===== config.mk =====
export PLATFORM = sky130hd
export DESIGN_NAME = combined_lcg_shuffle_rng_unit
export DESIGN_NICKNAME = d
export VERILOG_FILES = /design/src/sv/cls_pkg.sv /design/src/sv/cls_modmul.sv /design/src/sv/cls_slot_div.sv /design/src/sv/cls_table.sv /design/src/sv/combined_lcg_shuffle_rng_unit.sv
export SDC_FILE = /design/constraint.sdc
export NUM_CORES = 2
export LEC_CHECK = 0
export BUFFER_PORTS_ARGS = -buffer_cell sky130_fd_sc_hd__buf_2
export CORE_MARGIN = 5
export CORE_UTILIZATION = 30
export CTS_CLUSTER_DIAMETER = 50
export DETAILED_ROUTE_END_ITERATION = 8
export GPL_TIMING_DRIVEN = 1
export PLACE_DENSITY = 0.52
export SYNTH_ARGS = -nofsm -noshare
export SYNTH_HDL_FRONTEND = slang
export SYNTH_HIERARCHICAL = 1
export SYNTH_SLANG_ARGS = --single-unit
export TNS_END_PERCENT = 5

===== constraint.sdc =====
create_clock -name clk -period 22.1 [get_ports clk]
set_input_delay 3.315 -clock clk [delete_from_list [all_inputs] [get_ports clk]]
set_output_delay 3.315 -clock clk [all_outputs]
set_load 0.01 [all_outputs]

===== src/sv/cls_pkg.sv =====
// Shared constants, types and codes for the combined LCG shuffle generator.
// No dependencies; every other file of the block imports this package.
`timescale 1ns / 1ps

package cls_pkg;

  // Sizes
  localparam int TABLE_SIZE  = 32;
  localparam int SLOT_BITS   = (TABLE_SIZE > 1) ? $clog2(TABLE_SIZE) : 1;
  localparam int WARM_STEPS  = TABLE_SIZE + 8;
  localparam int WARM_W      = $clog2(WARM_STEPS);
  localparam int VAL_W       = 31;
  localparam int MUL_W       = 16;
  localparam int PROD_W      = VAL_W + MUL_W;
  localparam int FOLD_W      = 8;
  localparam int FOLD_PROD_W = MUL_W + FOLD_W;

  // Generator constants; both moduli sit just below 2^31
  localparam logic [VAL_W-1:0]  MOD_A        = 31'd2147483563;
  localparam logic [VAL_W-1:0]  MOD_B        = 31'd2147483399;
  localparam logic [MUL_W-1:0]  MUL_A        = 16'd40014;
  localparam logic [MUL_W-1:0]  MUL_B        = 16'd40692;
  localparam logic [FOLD_W-1:0] FOLD_A       = FOLD_W'(32'h8000_0000 - 32'(MOD_A));
  localparam logic [FOLD_W-1:0] FOLD_B       = FOLD_W'(32'h8000_0000 - 32'(MOD_B));
  localparam logic [VAL_W-1:0]  RANGE_TOP    = MOD_A - 31'd1;
  localparam logic [VAL_W-1:0]  SECOND_RESET = 31'd123456789;

  // Slot divisor; its multiples bound the table slots
  localparam logic [31:0] SLOT_DIV = 32'd1 + 32'(RANGE_TOP) / TABLE_SIZE;

  // Command codes
  localparam logic OP_DRAW   = 1'b0;
  localparam logic OP_RESEED = 1'b1;

  // Request into the shared modular multiplier
  typedef struct packed {
    logic             valid;
    logic             sel_b;
    logic [VAL_W-1:0] operand;
  } mm_req_t;

  // Result out of the shared modular multiplier
  typedef struct packed {
    logic             valid;
    logic             sel_b;
    logic [VAL_W-1:0] value;
  } mm_resp_t;

endpackage


===== src/sv/cls_modmul.sv =====
// Shared modular multiplier: x * a mod m for either generator, two stages.
// Depends on cls_pkg for constants and the request/result structs.
`timescale 1ns / 1ps

module cls_modmul (
  input  logic              clk,
  input  logic              rst,
  input  cls_pkg::mm_req_t  req,
  output cls_pkg::mm_resp_t resp,
  output logic              busy
);
  import cls_pkg::*;

  logic                   s1_vld;
  logic                   s1_sel;
  logic [PROD_W-1:0]      prod;
  logic                   s2_vld;
  logic                   s2_sel;
  logic [VAL_W-1:0]       s2_val;

  logic [MUL_W-1:0]       mult;
  logic [FOLD_W-1:0]      fold_c;
  logic [VAL_W-1:0]       modulus;
  logic [FOLD_PROD_W-1:0] fold_prod;
  logic [31:0]            fold;
  logic [31:0]            red;

  // Pick the multiplier constant for the requesting generator
  assign mult = req.sel_b ? MUL_B : MUL_A;

  // Fold the high part back in: 2^31 == c (mod m), then one subtract
  assign fold_c    = s1_sel ? FOLD_B : FOLD_A;
  assign modulus   = s1_sel ? MOD_B : MOD_A;
  assign fold_prod = FOLD_PROD_W'(prod[PROD_W-1:VAL_W]) * FOLD_PROD_W'(fold_c);
  assign fold      = 32'(fold_prod) + {1'b0, prod[VAL_W-1:0]};
  assign red       = (fold >= {1'b0, modulus}) ? fold - {1'b0, modulus} : fold;

  // Stage valids
  always_ff @(posedge clk) begin
    if (rst) begin
      s1_vld <= 1'b0;
      s2_vld <= 1'b0;
    end else begin
      s1_vld <= req.valid;
      s2_vld <= s1_vld;
    end
  end

  // Stage data
  always_ff @(posedge clk) begin
    s1_sel <= req.sel_b;
    prod   <= PROD_W'(req.operand) * PROD_W'(mult);
    s2_sel <= s1_sel;
    s2_val <= red[VAL_W-1:0];
  end

  assign resp.valid = s2_vld;
  assign resp.sel_b = s2_sel;
  assign resp.value = s2_val;
  assign busy       = s1_vld | s2_vld;

endmodule


===== src/sv/cls_slot_div.sv =====
// Slot index of the previous output: compare against each multiple of the
// slot divisor. Depends on cls_pkg; the index is registered on start.
`timescale 1ns / 1ps

module cls_slot_div (
  input  logic                          clk,
  input  logic                          rst,
  input  logic                          start,
  input  logic [cls_pkg::VAL_W-1:0]     dividend,
  output logic [cls_pkg::SLOT_BITS-1:0] quotient
);
  import cls_pkg::*;

  logic [31:0]          thresh;
  logic [SLOT_BITS-1:0] quotient_next;

  // Count the divisor multiples at or below the dividend; top slot caps it
  always_comb begin
    thresh        = SLOT_DIV;
    quotient_next = '0;
    for (int k = 1; k < TABLE_SIZE; k++) begin
      if ({1'b0, dividend} >= thresh) begin
        quotient_next = SLOT_BITS'(k);
      end
      thresh = thresh + SLOT_DIV;
    end
  end

  // Hold the index until the next start
  always_ff @(posedge clk) begin
    if (rst) begin
      quotient <= '0;
    end else if (start) begin
      quotient <= quotient_next;
    end
  end

endmodule


===== src/sv/cls_table.sv =====
// Shuffle table memory with per-entry valid bits; unwritten entries read as zero.
// Depends on cls_pkg for depth and widths. Read data is registered.
`timescale 1ns / 1ps

module cls_table (
  input  logic                          clk,
  input  logic                          rst,
  input  logic                          wr_en,
  input  logic [cls_pkg::SLOT_BITS-1:0] wr_addr,
  input  logic [cls_pkg::VAL_W-1:0]     wr_data,
  input  logic                          rd_en,
  input  logic [cls_pkg::SLOT_BITS-1:0] rd_addr,
  output logic [cls_pkg::VAL_W-1:0]     rd_data
);
  import cls_pkg::*;

  logic [VAL_W-1:0]      mem [TABLE_SIZE];
  logic [TABLE_SIZE-1:0] vld;
  logic [VAL_W-1:0]      rd_q;
  logic                  rd_vld;

  // Valid bits: cleared by reset, set on write
  always_ff @(posedge clk) begin
    if (rst) begin
      vld <= '0;
    end else if (wr_en) begin
      vld[wr_addr] <= 1'b1;
    end
  end

  // Memory write and registered read
  always_ff @(posedge clk) begin
    if (wr_en) begin
      mem[wr_addr] <= wr_data;
    end
    if (rd_en) begin
      rd_q   <= mem[rd_addr];
      rd_vld <= vld[rd_addr];
    end
  end

  assign rd_data = rd_vld ? rd_q : '0;

endmodule


===== src/sv/combined_lcg_shuffle_rng_unit.sv =====
// Combined two-generator LCG with a shuffle table, one value per command.
// A draw passes the two-stage modular multiplier for both generators and then
// the registered table read; a reseed first runs 40 warm-up steps through the
// multiplier, then draws. One command at a time; the next is taken in the cycle
// after the result is registered. Synchronous reset restores seeds.
`timescale 1ns / 1ps

module combined_lcg_shuffle_rng_unit (
  input  logic                      clk,
  input  logic                      rst,
  input  logic                      cmd_valid,
  output logic                      cmd_ready,
  input  logic                      operation,
  input  logic [cls_pkg::VAL_W-1:0] seed_value,
  output logic                      res_valid,
  input  logic                      res_ready,
  output logic [cls_pkg::VAL_W-1:0] random_value
);
  import cls_pkg::*;

  typedef enum logic [3:0] {
    IDLE,
    WARM,
    WARM_WAIT,
    DRAW_A,
    DRAW_B,
    DRAW_WAIT,
    READ,
    OUT,
    DONE
  } state_t;

  state_t             state;
  logic [VAL_W-1:0]   gen_a;
  logic [VAL_W-1:0]   gen_b;
  logic [VAL_W-1:0]   prev_out;
  logic [WARM_W-1:0]  warm_cnt;

  mm_req_t            mm_req;
  mm_resp_t           mm_resp;
  logic               mm_busy;
  logic [SLOT_BITS-1:0] slot;

  logic               tbl_wr_en;
  logic [SLOT_BITS-1:0] tbl_wr_addr;
  logic [VAL_W-1:0]   tbl_wr_data;
  logic [VAL_W-1:0]   tbl_rd_data;
  logic [VAL_W-1:0]   seed_fix;
  logic [31:0]        diff;
  logic [31:0]        draw_wide;
  logic               warm_fill;

  assign cmd_ready = (state == IDLE);

  // Zero seed becomes one
  assign seed_fix = (seed_value == '0) ? VAL_W'(1) : seed_value;

  // Multiplier requests: first generator on warm-up and draw, then the second
  assign mm_req.valid   = (state == WARM) || (state == DRAW_A) || (state == DRAW_B);
  assign mm_req.sel_b   = (state == DRAW_B);
  assign mm_req.operand = (state == DRAW_B) ? gen_b : gen_a;

  // Output value: table entry minus second generator, wrapped into range
  assign diff      = {1'b0, tbl_rd_data} - {1'b0, gen_b};
  assign draw_wide = (diff[31] || diff == '0) ? diff + 32'(RANGE_TOP) : diff;

  // Table writes: last warm-up steps fill from the top slot down; a draw refills
  assign warm_fill   = (state == WARM_WAIT) && mm_resp.valid
                       && (warm_cnt < WARM_W'(TABLE_SIZE));
  assign tbl_wr_en   = warm_fill || (state == OUT);
  assign tbl_wr_addr = (state == OUT) ? slot : warm_cnt[SLOT_BITS-1:0];
  assign tbl_wr_data = (state == OUT) ? gen_a : mm_resp.value;

  cls_modmul u_modmul (
    .clk  (clk),
    .rst  (rst),
    .req  (mm_req),
    .resp (mm_resp),
    .busy (mm_busy)
  );

  cls_slot_div u_slot_div (
    .clk      (clk),
    .rst      (rst),
    .start    (state == DRAW_A),
    .dividend (prev_out),
    .quotient (slot)
  );

  cls_table u_table (
    .clk     (clk),
    .rst     (rst),
    .wr_en   (tbl_wr_en),
    .wr_addr (tbl_wr_addr),
    .wr_data (tbl_wr_data),
    .rd_en   (state == READ),
    .rd_addr (slot),
    .rd_data (tbl_rd_data)
  );

  // Sequencer, generator state and result register
  always_ff @(posedge clk) begin
    if (rst) begin
      state     <= IDLE;
      gen_a     <= VAL_W'(1);
      gen_b     <= SECOND_RESET;
      prev_out  <= '0;
      warm_cnt  <= '0;
      res_valid <= 1'b0;
    end else begin
      // Drop the result once the transaction completes, unless a new one loads
      if (res_valid && res_ready && (state != DONE)) begin
        res_valid <= 1'b0;
      end

      // Capture multiplier results into their generator
      if (mm_resp.valid) begin
        if (mm_resp.sel_b) begin
          gen_b <= mm_resp.value;
        end else begin
          gen_a <= mm_resp.value;
        end
      end

      case (state)
        IDLE: begin
          if (cmd_valid) begin
            if (operation == OP_RESEED) begin
              gen_a    <= seed_fix;
              gen_b    <= seed_fix;
              warm_cnt <= WARM_W'(WARM_STEPS - 1);
              state    <= WARM;
            end else begin
              state <= DRAW_A;
            end
          end
        end
        WARM: begin
          state <= WARM_WAIT;
        end
        WARM_WAIT: begin
          if (mm_resp.valid) begin
            if (warm_cnt == '0) begin
              prev_out <= mm_resp.value;
              state    <= DRAW_A;
            end else begin
              warm_cnt <= warm_cnt - 1'b1;
              state    <= WARM;
            end
          end
        end
        DRAW_A: begin
          state <= DRAW_B;
        end
        DRAW_B: begin
          state <= DRAW_WAIT;
        end
        DRAW_WAIT: begin
          if (!mm_busy) begin
            state <= READ;
          end
        end
        READ: begin
          state <= OUT;
        end
        OUT: begin
          prev_out <= draw_wide[VAL_W-1:0];
          state    <= DONE;
        end
        DONE: begin
          // Hold until the result register is free
          if (!res_valid || res_ready) begin
            random_value <= prev_out;
            res_valid    <= 1'b1;
            state        <= IDLE;
          end
        end
        default: begin
          state <= IDLE;
        end
      endcase
    end
  end

  // Results always land in the documented range
  a_out_range: assert property (@(posedge clk) disable iff (rst)
    res_valid |-> (random_value != '0) && (random_value <= RANGE_TOP))
    else $error("random_value out of range");

  // Generators are reduced whenever a new command can be taken
  a_gen_reduced: assert property (@(posedge clk) disable iff (rst)
    (state == IDLE) |-> (gen_a < MOD_A) && (gen_b < MOD_B))
    else $error("generator not reduced at idle");

  // No multiplier result arrives while the sequencer is idle
  a_no_stray_result: assert property (@(posedge clk) disable iff (rst)
    (state == IDLE) |-> !mm_resp.valid && !mm_busy)
    else $error("stray multiplier result");

  // Table read only after both generator steps have returned
  a_slot_ready: assert property (@(posedge clk) disable iff (rst)
    (state == READ) |-> !mm_busy && $past(state == DRAW_WAIT))
    else $error("table read before generators settled");

endmodule


# Word-level counts from Yosys, hierarchy flattened
# Memories as Yosys holds them, arrays and structs flattened. A register that Yosys moved wholly into a read port is not among the register bits.
# Cells that the tools add are included.
dict set report word_totals {
  in_bits 36
  latch_bits 0
  mem_bits_ro 0
  ff_bits 255
  ramBits 992
  word_cells 175
  n_memories 1
  output_inout_bits 33
}
dict set report op_classes {
  reduce_logical 21
  n_div 0
  mux 75
  n_mul 2
  eq_ne 16
  n_shift 0
  n_bitwise 3
  addsub 5
  n_lt_le_gt_ge 36
}
# memory depth word_bits read_ports rd_ports_with_merged_regs write_ports line_no
set memory_table {}
lappend memory_table {u_table.mem 32 31 1 1 1 cls_table.sv:17} ;# logic [VAL_W-1:0] mem [TABLE_SIZE];
# op count
set ops {}
lappend ops {{31-bit 2-to-1 mux} 18}
lappend ops {{31-bit greater-or-equal comparator, second input constant} 15}
lappend ops {{31-bit by 30-bit greater-or-equal comparator with 1-bit output, second input constant} 8}
lappend ops {{31-bit by 29-bit greater-or-equal comparator with 1-bit output, second input constant} 4}
lappend ops {{5-bit 2-to-1 mux} 17}
lappend ops {{31-bit by 28-bit greater-or-equal comparator with 1-bit output, second input constant} 2}
lappend ops {{31-bit one-hot mux with 2 select lines} 1}
lappend ops {{4-bit 2-to-1 mux} 12}
lappend ops {{31-bit by 16-bit multiplier with 47-bit output} 1}
lappend ops {{4-bit one-hot mux with 9 select lines} 1}
lappend ops {{24-bit by 31-bit adder with 32-bit output} 1}
lappend ops {{32-bit by 31-bit greater-or-equal comparator with 1-bit output} 1}
lappend ops {{32-bit logical NOT} 1}
lappend ops {{32-bit OR} 1}
lappend ops {{31-bit by 31-bit subtractor with 32-bit output} 1}
lappend ops {{31-bit adder, second input constant} 1}
lappend ops {{31-bit by 26-bit greater-or-equal comparator with 1-bit output, second input constant} 1}
lappend ops {{31-bit by 27-bit greater-or-equal comparator with 1-bit output, second input constant} 1}
lappend ops {{31-bit logical NOT} 1}
lappend ops {{31-bit subtractor} 1}
lappend ops {{16-bit by 8-bit multiplier with 24-bit output} 1}
lappend ops {{6-bit 2-to-1 mux} 4}
lappend ops {{4-bit by 3-bit == test with 1-bit output, second input constant} 4}
lappend ops {{8-bit 2-to-1 mux} 2}
lappend ops {{28 further kinds} 58}

# Longest topological paths before layout
dict set report logic_depth {
  ltp_word 32
  mapped_depth 30
  depth_no_buf 27
}

# Cells and area by module
# Netlist, hierarchy kept.
# mod instances area_per_inst_um2 cells_per_inst seq_area_each_um2
set modules_own_cells {}
lappend modules_own_cells {cls_table 1 40978.1 2361 31390.1}
lappend modules_own_cells {cls_modmul 1 18280.0 1905 1621.6}
lappend modules_own_cells {combined_lcg_shuffle_rng_unit 1 9175.0 1203 3012.9}
lappend modules_own_cells {cls_slot_div 1 1306.3 216 100.1}

# Least setup slack after synthesis
# Ideal clock, no wire load.
dict set report synth_timing {
  path_kind {reg-to-reg}
  from {register state[2]}
  to {register u_modmul.prod[46]}
  n_path_buf 2
  setup_ps 72
  path_slack_ps 14164
  period_less_slack_ps 7936
  arrival_time_ps 7864
  t_required_ps 22028
  stages_incl_launch_ff 27
  cell_sequence {dfxtp_1 buf_1 nor4b_1 clkbuf_1 mux2_2 and2_1 fa_1 fa_1 inv_1 fa_1 fa_1 inv_1 fa_1 inv_1 fa_1 inv_1 ha_1 and4_1 nand2_1 nor4bb_1 o31ai_1 nand2_1 or4_1 nor4bb_1 o41a_1 a41oi_1 xnor2_1}
}
# item line_no
set synth_lines {}
lappend synth_lines {{start: declaration} combined_lcg_shuffle_rng_unit.sv:33} ;# state_t state;
lappend synth_lines {{start signal: assignment} combined_lcg_shuffle_rng_unit.sv:104} ;# state <= IDLE;
lappend synth_lines {{start signal: assignment} combined_lcg_shuffle_rng_unit.sv:132} ;# state <= WARM;
lappend synth_lines {{start signal: assignment} combined_lcg_shuffle_rng_unit.sv:134} ;# state <= DRAW_A;
lappend synth_lines {{end signal: assignment} cls_modmul.sv:52} ;# prod <= PROD_W'(req.operand) * PROD_W'(mult);
lappend synth_lines {{end: declaration} cls_modmul.sv:16} ;# logic [PROD_W-1:0] prod;

==> flow_summary.ini <==
[yosys]
synthMuxAreaShare_pct = 8.00
synthSimpleGateAreaFrac_pct = 9.04
ys_async_sr_fraction_pct = 0
synth_flop_cell = edfxtp_1
synthAdderAreaFrac_pct = 15.8
syn_nets = 6378
yosys.cell_count.top_type = edfxtp_1
yosysWarnings = 6
synthTopCellsByArea = edfxtp_1 (45%), fa_1 (11%), mux2i_1 (7.4%), dfxtp_1 (6.4%), ha_1 (5.2%)
syn_area_per_cell_um2 = 12.3
synth_seq_cells = 1277
ys_top_cells_by_count = edfxtp_1 (1055), inv_1 (613), mux2i_1 (516)
synth_cell_types = 98
yosysTopAreaCellShare_pct = 45.4
synth-xor-area-share_pct = 1.66
syn_area_um2 = 69700
synth_edf_count = 1055
synth_top_family_by_area = adder cells
synth_compound_gate_area_share_pct = 8.57
yosys.area.top_type = edfxtp_1
syn_inst = 5685
seq_area_frac_synth_pct = 51.8

[finish]
fin_util_pct = 33.7
fin_nets = 6427
stdcell_count = 8898
area_delta_synth_final_pct = 12.3
fillers = 22900
drive_above_1_share_pct = 8.47

[timing]
post-route-min-period_ps = 8700
worst-slew-pin-transition_ps = 1210
finalHoldViolCount = 0
max_slew_margin_pct = 19.4
setup_violations = 0
drv_slew = 0
finClkSkew_ps = 63.1
fmax_mhz = 115
period_share_pct = 39.4
rsz0062_at_grt = no
tns_ps = 0

[clock_tree]
ctsHtreeMaxLevel = 4
ctsRootBufferMaster = clkbuf_16
clk_pin_slew_worst_paths_ps = 60
cts_tree = done
cts_buffers = 145
cts_max_path_buffers = 3
clock_latency_ps = 790
cts_hold_buf = 0
cts_resized = 0
cts.sinks = 1277
postCtsSetupRepairBufs = 0

[routing]
vias = 45000
drtIter0Drc = 3580
drc = 0
post_drt_wl_per_cell_um = 23.3
routed_wl_mm = 207
via_per_inst = 5.06
dr.pass1.iters = 8
postRouteAntennaNets = 0

[placed_design]
gp_congestion = 0.912
dp_cells = 8630
dp_hpwl_mm = 136
port_buffers = 68

[floorplanning]
die_w_um = 492
io_pins = 69
die_area_um2 = 242000
fp.dieH_um = 492
initial_core_util_pct = 30.0
core.rowCount = 177
coreArea_um2 = 232000

[grt]
antenna_found_initial = 4
gr-total-overflow = 0
grt_pass1_vias = 44600
grt_pass1_wl_mm = 304
track_usage_pct = 16.7
grt_max_degree = 130

[hold_path]
min_path_type = register to register
hold_depth = 0
holdCritStartpoint = prev_out[14]
holdPathEnd = random_value[14]

[critical_path]
path_buf_inv = 3
crit_type = register to register
endpoint_kind = register
crit_family = adder cells
r2r_setup_slack_ps = 13400
startpoint_type = register
crit_start = state[2]
path_max_fanout = 94
reg2reg_from = state[2]
worstRegToRegCells = 23
cp.arrival_ps = 9360
path_cells = nor4b_2, buf_4, mux2_2, and2_1, fa_1, fa_1, inv_1, fa_1, inv_1, fa_1, fa_1, fa_1, ha_1, and3_1, nand3_1, nor4bb_1, o31ai_1, nand2_1, or4_1, nor4bb_1, o41a_1, a41oi_1, xnor2_1
crit_top_cell = fa_1
crit_slowest_cell = buf_4
max_stage_delay_ps = 800
r2r-end = u_modmul/prod[46]
worstPathRequired_ps = 22760

[job]
drv_cap = 0

[run_status]
outcome = completed
-- cells by family after synthesis --
kind of cell | after synthesis
other cells | 1
mux | 553
compound gates | 892
xor+xnor | 132
flops | 1277
simple gates | 1313
buf+inv | 860
fa+ha+maj | 657
-- per-layer routing --
layer / vias to the layer above / wire length, um / GRT usage [%]
met4: 2 / 5520 / 4.73
met5: - / 12 / 0
met1: 23000 / 92500 / 23.4
li1: 20400 / - / -
met3: 271 / 11600 / 2.29
met2: 1369 / 97300 / 27.0
-- per-stage QoR --
step | hold WS, ps | setup WS, ps | area [um^2]
floorplan | 408 | 14160 | 69700
global placement | 428 | 13580 | 73600
detailed placement | 439 | 13480 | 73600
CTS | 414 | 13460 | 78300
global route | 444 | 12960 | 78300
finish | 418 | 13400 | 78300
-- cell type report --
type | count | area (um^2) | share of cell area, %
Inverter | 613 | 2300 | 2.94
Clock inverter | 86 | 858 | 1.10
Tap cell | 3043 | 3810 | 4.86
Sequential cell | 1277 | 36100 | 46.1
Clock buffer | 181 | 3860 | 4.92
Antenna cell | 1 | 2.50 | 0.00320
Multi-Input combinational cell | 3548 | 30300 | 38.7
Timing Repair Buffer | 149 | 1030 | 1.31
-- placed cells by master, fill, tap and decap left out, types with 27 or more instances in the layout --
master | netlist | routed
edfxtp_1 | 1055 | 1055
mux2_2 | 33 | 33
inv_1 | 613 | 613
mux2i_1 | 516 | 516
nand2_1 | 492 | 491
clkbuf_16 | 0 | 147
a22o_1 | 65 | 65
nor2_1 | 248 | 215
nor3_1 | 87 | 86
a21oi_1 | 238 | 238
clkinv_1 | 0 | 35
a31oi_1 | 93 | 93
a21o_1 | 46 | 46
clkbuf_1 | 132 | 29
buf_4 | 29 | 76
nor2_4 | 0 | 33
o21bai_1 | 27 | 27
a22oi_1 | 102 | 102
nand2b_1 | 46 | 44
ha_1 | 288 | 288
o21ai_0 | 107 | 107
xor2_1 | 47 | 47
xnor2_1 | 85 | 85
and2_1 | 77 | 76
nand3_1 | 135 | 134
nand4_1 | 33 | 33
buf_2 | 42 | 67
or2_2 | 28 | 28
dfxtp_1 | 222 | 221
fa_1 | 369 | 369
-- flip-flops by register name (all words and copies together) (netlist names) --
signal and flops:
gen_b 31, state 4, u_modmul/s2_sel 1, u_modmul/s2_vld 1, warm_cnt 6, u_modmul/s1_sel 1
u_table/rd_q 31, u_table/vld 32, u_slot_div/quotient 5, u_modmul/s1_vld 1, gen_a 31, u_table/mem 992
u_modmul/s2_val 31, res_valid 1, random_value 31, u_table/rd_vld 1, prev_out 31, u_modmul/prod 46
-- worst register-to-register path: cells and delay by family, from the launching register on --
family          cells  cell delay [ps]
fa+ha+maj           7             3470
simple gates        8             2280
buf+inv             3              910
compound gates      3              640
flops               1              590
mux                 1              570
xor+xnor            1              150
-- worst max-delay path by stage --
stage | endpoint | slack [ps] | cells after the start
5_1_grt | u_modmul/prod[46] | 12960 | 25
6_report | u_modmul/prod[46] | 13400 | 23
2_1_floorplan | u_modmul/prod[46] | 14160 | 26
3_3_place_gp | u_modmul/prod[46] | 13580 | 23
3_5_place_dp | u_modmul/prod[46] | 13480 | 25
4_1_cts | u_modmul/prod[46] | 13460 | 25
Power is not shown: default switching activity piles up to over one toggle a cycle in this logic, so the estimate is an artifact.
